$ cat src/sv/qts_pkg.sv
// ============================================================================
// Quoted token splitter package
// Types, character codes and error codes shared by the splitter modules.
// ============================================================================
`default_nettype none

package qts_pkg;

    // Character codes
    localparam logic [7:0] CH_QUOTE  = 8'h22;
    localparam logic [7:0] CH_SPACE  = 8'h20;
    localparam logic [7:0] CH_BSLASH = 8'h5C;

    // Error codes
    localparam logic [2:0] ERR_NONE     = 3'd0;
    localparam logic [2:0] ERR_LEADING  = 3'd1;
    localparam logic [2:0] ERR_TRAILING = 3'd2;
    localparam logic [2:0] ERR_EMPTY    = 3'd3;
    localparam logic [2:0] ERR_UNTERM   = 3'd4;
    localparam logic [2:0] ERR_ESCAPED  = 3'd5;

    // Depth of the command queue between parser and result sequencer
    localparam int QDepth = 4;
    localparam int QAw    = $clog2(QDepth);

    // Parser state
    typedef enum logic [2:0] {
        MODE_NORMAL   = 3'd0,
        MODE_Q_OPEN   = 3'd1,
        MODE_Q_BODY   = 3'd2,
        MODE_Q_CLOSED = 3'd3,
        MODE_DROP     = 3'd4
    } t_mode;

    // One queued command: the first result of a byte, and whether a second
    // result (the empty final token) follows it.
    typedef struct packed {
        logic [7:0] out_byte;
        logic       byte_valid;
        logic       token_end;
        logic       line_end;
        logic [2:0] error_code;
        logic       two;
    } t_cmd;

    // Queue status seen by the result sequencer
    typedef struct packed {
        logic empty;
        logic full;
    } t_qstat;

endpackage

`default_nettype wire

$ cat src/sv/qts_front.sv
// ============================================================================
// Quoted token splitter parser
// Classifies each accepted byte against the quoting state and builds the
// command that describes the results it causes.
// ============================================================================
`default_nettype none

module qts_front (
    input  wire logic         i_clk,
    input  wire logic         i_rst_n,
    input  wire logic         i_accept,
    input  wire logic [7:0]   i_in_byte,
    input  wire logic         i_line_last,
    output qts_pkg::t_cmd     o_cmd,
    output logic              o_cmd_valid
);
    import qts_pkg::*;

    t_mode r_mode, n_mode;
    logic  r_prev_space, n_prev_space;
    logic  r_odd, n_odd;

    // State registers, updated once per accepted byte
    always_ff @(posedge i_clk) begin
        if (!i_rst_n) begin
            r_mode       <= MODE_NORMAL;
            r_prev_space <= 1'b0;
            r_odd        <= 1'b0;
        end else if (i_accept) begin
            r_mode       <= n_mode;
            r_prev_space <= n_prev_space;
            r_odd        <= n_odd;
        end
    end

    // Classification of the byte and next parser state
    always_comb begin
        logic is_quote;
        logic is_space;
        logic is_bslash;
        logic last;
        logic err;
        logic [2:0] err_code;

        is_quote  = (i_in_byte == CH_QUOTE);
        is_space  = (i_in_byte == CH_SPACE);
        is_bslash = (i_in_byte == CH_BSLASH);
        last      = i_line_last;
        err       = 1'b0;
        err_code  = ERR_NONE;

        n_mode       = r_mode;
        n_prev_space = r_prev_space;
        n_odd        = r_odd;

        // By default the byte is passed on as a token character.
        o_cmd_valid      = 1'b1;
        o_cmd.out_byte   = i_in_byte;
        o_cmd.byte_valid = 1'b1;
        o_cmd.token_end  = 1'b0;
        o_cmd.line_end   = 1'b0;
        o_cmd.error_code = ERR_NONE;
        o_cmd.two        = 1'b0;

        unique case (r_mode)
            MODE_NORMAL: begin
                if (is_quote) begin
                    if (!r_prev_space) begin
                        err      = 1'b1;
                        err_code = ERR_LEADING;
                    end else if (last) begin
                        err      = 1'b1;
                        err_code = ERR_EMPTY;
                    end else begin
                        n_mode       = MODE_Q_OPEN;
                        n_prev_space = 1'b0;
                        n_odd        = 1'b0;
                    end
                end else if (is_space) begin
                    o_cmd.out_byte   = '0;
                    o_cmd.byte_valid = 1'b0;
                    o_cmd.token_end  = 1'b1;
                    o_cmd.two        = last;
                    n_mode           = MODE_NORMAL;
                    n_prev_space     = 1'b1;
                end else begin
                    o_cmd.token_end = last;
                    o_cmd.line_end  = last;
                    n_prev_space    = 1'b0;
                end
            end
            MODE_Q_OPEN: begin
                if (is_quote || last) begin
                    err      = 1'b1;
                    err_code = ERR_EMPTY;
                end else begin
                    n_odd  = is_bslash;
                    n_mode = MODE_Q_BODY;
                end
            end
            MODE_Q_BODY: begin
                if (is_quote) begin
                    if (r_odd) begin
                        if (last) begin
                            err      = 1'b1;
                            err_code = ERR_ESCAPED;
                        end else begin
                            n_odd = 1'b0;
                        end
                    end else if (last) begin
                        o_cmd.token_end = 1'b1;
                        o_cmd.line_end  = 1'b1;
                    end else begin
                        n_odd  = 1'b0;
                        n_mode = MODE_Q_CLOSED;
                    end
                end else if (last) begin
                    err      = 1'b1;
                    err_code = ERR_UNTERM;
                end else begin
                    n_odd = is_bslash ? ~r_odd : 1'b0;
                end
            end
            MODE_Q_CLOSED: begin
                if (is_space) begin
                    o_cmd.out_byte   = '0;
                    o_cmd.byte_valid = 1'b0;
                    o_cmd.token_end  = 1'b1;
                    o_cmd.two        = last;
                    n_mode           = MODE_NORMAL;
                    n_prev_space     = 1'b1;
                end else begin
                    err      = 1'b1;
                    err_code = ERR_TRAILING;
                end
            end
            default: begin
                // Dropping the rest of a failed line: no result at all.
                o_cmd_valid = 1'b0;
            end
        endcase

        // An error is reported once and the rest of the line is dropped.
        if (err) begin
            o_cmd.out_byte   = '0;
            o_cmd.byte_valid = 1'b0;
            o_cmd.token_end  = 1'b0;
            o_cmd.line_end   = 1'b1;
            o_cmd.error_code = err_code;
            o_cmd.two        = 1'b0;
            n_mode           = MODE_DROP;
        end

        // Every line end returns the parser to its reset state.
        if (last) begin
            n_mode       = MODE_NORMAL;
            n_prev_space = 1'b0;
            n_odd        = 1'b0;
        end
    end

endmodule

`default_nettype wire

$ cat src/sv/qts_fifo.sv
// ============================================================================
// Quoted token splitter command queue
// Short register queue that decouples the parser from the result sequencer.
// ============================================================================
`default_nettype none

module qts_fifo (
    input  wire logic           i_clk,
    input  wire logic           i_rst_n,
    input  wire logic           i_wr,
    input  wire qts_pkg::t_cmd  i_wr_cmd,
    input  wire logic           i_rd,
    output qts_pkg::t_cmd       o_head,
    output qts_pkg::t_qstat     o_stat
);
    import qts_pkg::*;

    t_cmd           r_mem [QDepth];
    logic [QAw-1:0] r_wr_ptr;
    logic [QAw-1:0] r_rd_ptr;
    logic [QAw:0]   r_count;
    logic           wr_en;
    logic           rd_en;

    assign wr_en = i_wr && (r_count != (QAw+1)'(QDepth));
    assign rd_en = i_rd && (r_count != '0);

    // Storage; entries need no reset
    always_ff @(posedge i_clk) begin
        if (wr_en) begin
            r_mem[r_wr_ptr] <= i_wr_cmd;
        end
    end

    // Pointers and fill count
    always_ff @(posedge i_clk) begin
        if (!i_rst_n) begin
            r_wr_ptr <= '0;
            r_rd_ptr <= '0;
            r_count  <= '0;
        end else begin
            if (wr_en) begin
                r_wr_ptr <= r_wr_ptr + QAw'(1);
            end
            if (rd_en) begin
                r_rd_ptr <= r_rd_ptr + QAw'(1);
            end
            r_count <= r_count + (QAw+1)'(wr_en) - (QAw+1)'(rd_en);
        end
    end

    // Head of the queue and its status
    assign o_head       = r_mem[r_rd_ptr];
    assign o_stat.empty = (r_count == '0);
    assign o_stat.full  = (r_count == (QAw+1)'(QDepth));

endmodule

`default_nettype wire

$ cat src/sv/qts_back.sv
// ============================================================================
// Quoted token splitter result sequencer
// Turns each queued command into one or two results on the output queue
// interface and retires the command after its last result.
// ============================================================================
`default_nettype none

module qts_back (
    input  wire logic             i_clk,
    input  wire logic             i_rst_n,
    input  wire qts_pkg::t_cmd    i_head,
    input  wire qts_pkg::t_qstat  i_stat,
    input  wire logic             i_pop,
    output logic                  o_q_rd,
    output logic                  o_empty,
    output logic [7:0]            o_out_byte,
    output logic                  o_byte_valid,
    output logic                  o_token_end,
    output logic                  o_line_end,
    output logic [2:0]            o_error_code,
    output logic                  o_item_last
);
    import qts_pkg::*;

    logic r_second;
    logic take;

    assign o_empty = i_stat.empty;
    assign take    = i_pop && !i_stat.empty;

    // Second-result phase of a two-result command
    always_ff @(posedge i_clk) begin
        if (!i_rst_n) begin
            r_second <= 1'b0;
        end else if (take) begin
            r_second <= i_head.two && !r_second;
        end
    end

    // The command leaves the queue with its last result.
    assign o_q_rd = take && (!i_head.two || r_second);

    // Result fields: the queued result, or the empty final token
    always_comb begin
        if (r_second) begin
            o_out_byte   = '0;
            o_byte_valid = 1'b0;
            o_token_end  = 1'b1;
            o_line_end   = 1'b1;
            o_error_code = ERR_NONE;
            o_item_last  = 1'b1;
        end else begin
            o_out_byte   = i_head.out_byte;
            o_byte_valid = i_head.byte_valid;
            o_token_end  = i_head.token_end;
            o_line_end   = i_head.line_end;
            o_error_code = i_head.error_code;
            o_item_last  = !i_head.two;
        end
    end

endmodule

`default_nettype wire

$ cat src/sv/quoted_token_splitter_top.sv
// ============================================================================
// Quoted token splitter
// Splits command lines, one byte per transaction, into space-separated
// tokens with double-quoted strings and reports malformed lines.
// ============================================================================
// Usage:
// Bytes enter through a queue-style port: a transaction completes at a
// rising edge with push high and full low. i_line_last marks the final
// byte of a line. Results leave through a second queue-style port: while
// empty is low the oldest result is on the o_ ports, and it is taken at an
// edge with pop high. A byte causes zero, one or two results; o_item_last
// marks the last one of each byte.
// An accepted byte's command is written to the four-entry command queue
// between the parser and the result sequencer to absorb stalls. While
// full is low the parser takes one byte per cycle. A byte that ends a line
// on a space yields two results and holds its queue entry for two pops.
// When the receiver stops popping, the queue fills and full rises after
// four commands wait; bytes that cause no result take no queue entry.
// Reset (synchronous, active low) empties the queue and returns the
// parser to the start-of-line state.
// ============================================================================
`default_nettype none

module quoted_token_splitter_top (
    input  wire logic       i_clk,
    input  wire logic       i_rst_n,
    input  wire logic       push,
    output logic            full,
    input  wire logic [7:0] i_in_byte,
    input  wire logic       i_line_last,
    output logic            empty,
    input  wire logic       pop,
    output logic [7:0]      o_out_byte,
    output logic            o_byte_valid,
    output logic            o_token_end,
    output logic            o_line_end,
    output logic [2:0]      o_error_code,
    output logic            o_item_last
);
    import qts_pkg::*;

    t_cmd   cmd;
    logic   cmd_valid;
    t_cmd   head;
    t_qstat qstat;
    logic   q_rd;
    logic   accept;

    assign full   = qstat.full;
    assign accept = push && !qstat.full;

    // Parser
    qts_front u_front (
        .i_clk       (i_clk),
        .i_rst_n     (i_rst_n),
        .i_accept    (accept),
        .i_in_byte   (i_in_byte),
        .i_line_last (i_line_last),
        .o_cmd       (cmd),
        .o_cmd_valid (cmd_valid)
    );

    // Command queue
    qts_fifo u_fifo (
        .i_clk    (i_clk),
        .i_rst_n  (i_rst_n),
        .i_wr     (accept && cmd_valid),
        .i_wr_cmd (cmd),
        .i_rd     (q_rd),
        .o_head   (head),
        .o_stat   (qstat)
    );

    // Result sequencer
    qts_back u_back (
        .i_clk        (i_clk),
        .i_rst_n      (i_rst_n),
        .i_head       (head),
        .i_stat       (qstat),
        .i_pop        (pop),
        .o_q_rd       (q_rd),
        .o_empty      (empty),
        .o_out_byte   (o_out_byte),
        .o_byte_valid (o_byte_valid),
        .o_token_end  (o_token_end),
        .o_line_end   (o_line_end),
        .o_error_code (o_error_code),
        .o_item_last  (o_item_last)
    );

    // An error result carries line end and nothing else.
    a_error_shape : assert property (@(posedge i_clk) disable iff (!i_rst_n)
        (!empty && o_error_code != ERR_NONE) |->
            (o_line_end && !o_byte_valid && !o_token_end && o_item_last))
        else $error("error result with unexpected fields");

    // The first of two results is a plain token end.
    a_first_of_two : assert property (@(posedge i_clk) disable iff (!i_rst_n)
        (!empty && !o_item_last) |-> (o_token_end && !o_line_end && !o_byte_valid))
        else $error("first of two results malformed");

    // Taking the first of two results leaves the empty final token waiting.
    a_second_follows : assert property (@(posedge i_clk) disable iff (!i_rst_n)
        (!empty && !o_item_last && pop) |=>
            (!empty && o_token_end && o_line_end && o_item_last))
        else $error("empty final token did not follow");

    // A full queue always has a result to offer.
    a_full_not_empty : assert property (@(posedge i_clk) disable iff (!i_rst_n)
        full |-> !empty)
        else $error("queue full and empty at once");

endmodule

`default_nettype wire

$ cat config.mk
export PLATFORM = sky130hd
export DESIGN_NAME = quoted_token_splitter_top
export DESIGN_NICKNAME = d
export VERILOG_FILES = /design/src/sv/qts_pkg.sv /design/src/sv/qts_front.sv /design/src/sv/qts_fifo.sv /design/src/sv/qts_back.sv /design/src/sv/quoted_token_splitter_top.sv
export SDC_FILE = /design/constraint.sdc
export NUM_CORES = 1
export LEC_CHECK = 0
export BUFFER_PORTS_ARGS = -buffer_cell sky130_fd_sc_hd__buf_2
export CAP_MARGIN = 20
export CORE_MARGIN = 2
export CORE_UTILIZATION = 64
export DETAILED_ROUTE_END_ITERATION = 8
export GPL_ROUTABILITY_DRIVEN = 0
export PLACE_DENSITY_LB_ADDON = 0.25
export SYNTH_ARGS = -nofsm -noshare
export SYNTH_HDL_FRONTEND = slang
export SYNTH_SLANG_ARGS = --single-unit
export TNS_END_PERCENT = 10
$ cat constraint.sdc
create_clock -name i_clk -period 4.1 [get_ports i_clk]
set_input_delay 0.41 -clock i_clk [delete_from_list [all_inputs] [get_ports i_clk]]
set_output_delay 0.41 -clock i_clk [all_outputs]
set_load 0.02 [all_outputs]
Word-level counts from Yosys, hierarchy flattened
Memories as Yosys holds them, arrays and structs flattened. A register that Yosys moved wholly into a read port is not among the register bits. Index checks and enable logic that the tools add are counted. Widths: inputs -> output; s select.

Logic and storage cells: 117. Memories kept: 1. RAM bits: 60. Bits in registers: 13. Output and inout port bits: 17.

Reduce and logical (&&, ||, !) cells: 23. Muxes and demuxes: 65. Add/sub/neg operators: 4. Equal/unequal tests: 16. Bitwise gates (word level): 1.

Memories: u_fifo.r_mem (words 4, width 15, read ports 1, clocked after memory_dff 1, wr ports 1, line qts_fifo.sv:18) `t_cmd r_mem [QDepth];`.

Operators by type and width (count): $mux 3 (15); $mux 1 (28); $pmux 3 s4 (2); $pmux 9 s2 (1); $eq 8x6->1 const B (2); $mux 2 (8); $mux 15 (1); $mux 11 (1); $mux 10 (1); $mux 9 (1); $ne 3x2->1 const B (3); $eq 8x7->1 const B (1); $mux 8 (1); $ne 4x4->1 const B (2); $logic_and 1x1->1 (7); $eq 3x2->1 const B (2); $logic_not 3->1 (2); $ne 3x3->1 const B (2); $pmux 1 s2 (3); $pmux 1 s3 (2); $reduce_and 6->1 (1); $reduce_bool 3->1 (2); $reduce_bool 6->1 (1); $ne 5x4->1 const B (1); 14 further kinds (19).

Longest topological paths before layout
Depth after elaboration: 7. Depth in mapped cells: 10. Mapped depth without buffers: 9.

Cells and area by module
Synthesis repeated with hierarchy kept, for this count alone.

Cell total of the unflattened synthesis: 259. Area, all modules: 3616.0 µm².

By module, submodules not included: qts_fifo (cells each 128, seq. area each 1981.9 µm², times used 1, area each 2676.3 µm²); qts_front (cells each 106, seq. area each 100.1 µm², times used 1, area each 745.7 µm²); qts_back (cells each 23, seq. area each 20.0 µm², times used 1, area each 178.9 µm²); quoted_token_splitter_top (cells each 2, seq. area each 0.0 µm², times used 1, area each 15.0 µm²).

Worst setup path before layout
OpenSTA, ideal clock, no wires.

Path kind: flip-flop to flip-flop. Start: register with a tool-made name. End: register u_fifo.r_count[2]. Library setup time: 0.118 ns. Arrival: 2.331 ns. Path slack: 1.651 ns. Cell stages (with the launch flop): 11. Path buffers: 1. Period minus slack after synthesis: 2.449 ns. Required time: 3.982 ns. Cells stage by stage: dfxtp_1 buf_2 mux4_2 a21oi_2 ha_1 inv_1 ha_1 fa_1 xnor2_1 xnor2_1 nor2_1.

RTL lines: end signal: assignment (line qts_fifo.sv:48) `r_count <= r_count + (QAw+1)'(wr_en) - (QAw+1)'(rd_en);`; end: declaration (line qts_fifo.sv:21) `logic [QAw:0] r_count;`.

==> summary.txt <==
Clock network
  • Root Driver: clkbuf_8
  • Clock Tree Buf Depth: 2
  • Clock Pin Slew Worst Setup and Hold Paths: 80 ps
  • Worst-Skew Late Latency: 340 ps
  • Clock Sinks: 75
  • Num CTS Buffers: 9
  • # hold bufs at CTS: 0
  • Resized cells post-CTS: 0
  • TritonCTS clock tree: done
  • CTS H-tree depth: 3
  • Number of setup buffers added after CTS: 0

Global routing
  • Vias in the first global route: 2079
  • All-Layer GR Usage: 23.5%
  • First-pass GRT wire length: 10400 µm
  • Initial antenna violation count: 0
  • Grt total ovfl: 0
  • Largest net degree at the start of global routing: 19

STA
  • Final Setup Violations: 0
  • Slew headroom: 47.6%
  • Skew final: 6.93 ps
  • Fmax: 369 MHz
  • TNS Setup: 0 ps
  • Min cycle time layout: 2710 ps
  • Fin crit share: 66.1%
  • Final-report hold violation count: 0
  • Hold_ws: 381 ps
  • RSZ-0062 raised after global routing: false
  • Worst-Margin Slew: 786 ps
  • Slew Viols, Final: 0

Yosys
  • Count leader, synth: edfxtp_1
  • Ys flop type: edfxtp_1
  • Post-Syn Instances: around 250
  • Async set-reset flop share out of synthesis: 0%
  • Post-Syn Area: approximately 3500 µm²
  • #FFs+latches synth: 75
  • Sequential fraction of the synthesis area: 60.1%
  • Synth top area share: a little over 50%
  • Unique masters post-synth: 57
  • Leading area contributor after synthesis: edfxtp_1
  • Number of flops mapped to enable cells by yosys: 60
  • Ranking of synthesized cells by area: edfxtp_1 (52%), mux4_2 (9.7%), dfxtp_1 (8.6%)
  • Number of synthesis warnings: 0
  • Synth Net Count: 267
  • Post-synth top cells: edfxtp_1 (60), and2_1 (26), dfxtp_1 (15), mux4_2 (15), nand2_1 (15)
  • Avg Inst Size Synth: 14.2 µm²

Detailed routing
  • Drc violations: 0
  • Routed wire length: about 6500 µm
  • Vias per cell: 5.92
  • Final ANT Viol Nets: 0
  • Initial drt markers: 151
  • Routed via count: 2091
  • Average wire per standard cell: 18.3 µm
  • DR pass1 iterations: 4

Pwr
  • Max VDD drop: 0.000255 V
  • PwrDens: 543 nW/µm²
  • NetSw: 0.648 mW
  • Int Pwr: 1.46 mW
  • Clk network pwr share: 25.1%
  • Comb pwr share: 28.9%
  • Sequential power share: a little under half
  • Pleak: approximately 1.4 nW
  • Switching share of power: between 30% and 40%

Floorplanning
  • Die Y: about 80 µm
  • Num ports: 30
  • Die area: 6070 µm²
  • Initial Utilization: 67.2%
  • Die W: 77.9 µm
  • Core area: 5200 µm²
  • Row count: 26

Critical path
  • CP Launch Type: flop
  • Flop-to-flop setup slack: 1390 ps
  • Worst EP arrival: 2940 ps
  • Worst Path Required: 4330 ps
  • CP Capture Type: flop
  • Largest fanout on the critical path: 15
  • Kind of critical path: flop to flop

Layout
  • Inserted Diodes: 0
  • Fin area: 3870 µm²
  • Proportion of layout cells with a drive suffix above 1: between 20% and 30%
  • # fillers: 348
  • Layout Nets: between 200 and 300
  • Area growth from synthesis to layout: 10.8%
  • Finished Core Util: between 70% and 80%

Run
  • Max-cap violations: 0

Place
  • Buffers on Ports: 29
  • Placed inst area: 3690 µm²
  • Detailed placement HPWL: 4510 µm

Status
  • Status: finished clean

Hold path
  • Min-delay worst type: input pin to flop
[registers in the layout, summed over array words and instances, names as in the netlist, named ones only]
name and flops:
u_fifo.r_mem 60, u_front.r_odd 1, u_front.r_mode 3, u_fifo.r_count 3, u_fifo.r_rd_ptr 2, u_fifo.r_wr_ptr 2, u_back.r_second 1, u_front.r_prev_space 1
[cells in the final DEF (no fill, tap or decap), types with 2 or more instances in the layout]
cell,count
nor4_1,2
nor3b_1,2
xor2_1,2
or4b_4,2
clkbuf_8,9
clkinv_2,3
mux4_2,15
a21oi_1,9
nor2b_1,3
and2_1,26
inv_1,12
nand3_1,2
buf_2,29
xnor2_1,4
o31ai_1,2
clkinv_1,2
nor2_1,13
mux2i_1,2
nand2_1,15
o21ai_0,3
ha_1,6
edfxtp_1,60
and3_1,2
nand4b_1,2
nor3_1,3
or3_1,2
dfxtp_1,15
or2_2,3
[power by group through the flow]
stage | Sequential, mW | Clock, mW | Combinational [mW]
floorplan | 0.962 | 0 | 0.461
global placement | 0.978 | 0 | 0.597
detailed placement | 0.984 | 0 | 0.615
CTS | 0.967 | 0.539 | 0.616
global route | 0.979 | 0.563 | 0.666
finish | 0.968 | 0.529 | 0.608
[worst max-delay path: stages, from the launching register on]
cell and delay [ps]:
dfxtp_1 740, mux4_2 440, a21oi_2 210, ha_1 170
inv_1 50, ha_1 200, fa_1 400, xnor2_1 170
xnor2_1 150, nor2_1 70
[cell families after synthesis]
family                     Yosys count  synth area share, %
adders and majority gates            7                 2.72
DFF                                 75                 60.1
and+or+nand+nor                     88                 16.0
muxes                               17                 10.2
buffers and inverters               23                 2.72
xor gates and xnor gates             6                 1.50
AOI/OAI and AO/OA                   31                 6.73
[through the flow]
stage | setup WS, ps | instances | power (mW)
floorplan | 1650 | 247 | 1.42
global placement | 1410 | 337 | 1.57
detailed placement | 1360 | 337 | 1.60
CTS | 1360 | 353 | 2.12
global route | 1180 | 353 | 2.21
finish | 1390 | 353 | 2.10
[worst paths after layout]
path	start	endpoint	cells after the start
setup / recovery	flop	u_fifo.r_count[2]	9
hold reg to reg	u_back.r_second	u_back.r_second	2
setup reg to reg	flop	u_fifo.r_count[2]	9
hold / removal	i_rst_n	u_front.r_mode[2]	3
[routing by layer]
metal / part of all wire, % / vias up / global-route usage [%]
li1: - / 988 / -
met4: 2.1 / 0 / 10.4
met2: 52 / 60 / 39.6
met5: 0 / - / 0
met1: 41 / 1028 / 29.3
met3: 4.8 / 15 / 5.23
[final cells by class]
cell class / instances / area [µm²] / area share [%]
clock buffers: 10 / 128 / 3.29
clock inverters: 6 / 56.3 / 1.45
inverters: 13 / 48.8 / 1.26
multi-input cells: 149 / 1300 / 33.5
flip-flops and latches: 75 / 2100 / 54.3
well taps: 70 / 87.6 / 2.26
repair buffers: 30 / 153 / 3.94
No activity file was read; power rests on OpenSTA's default activity.
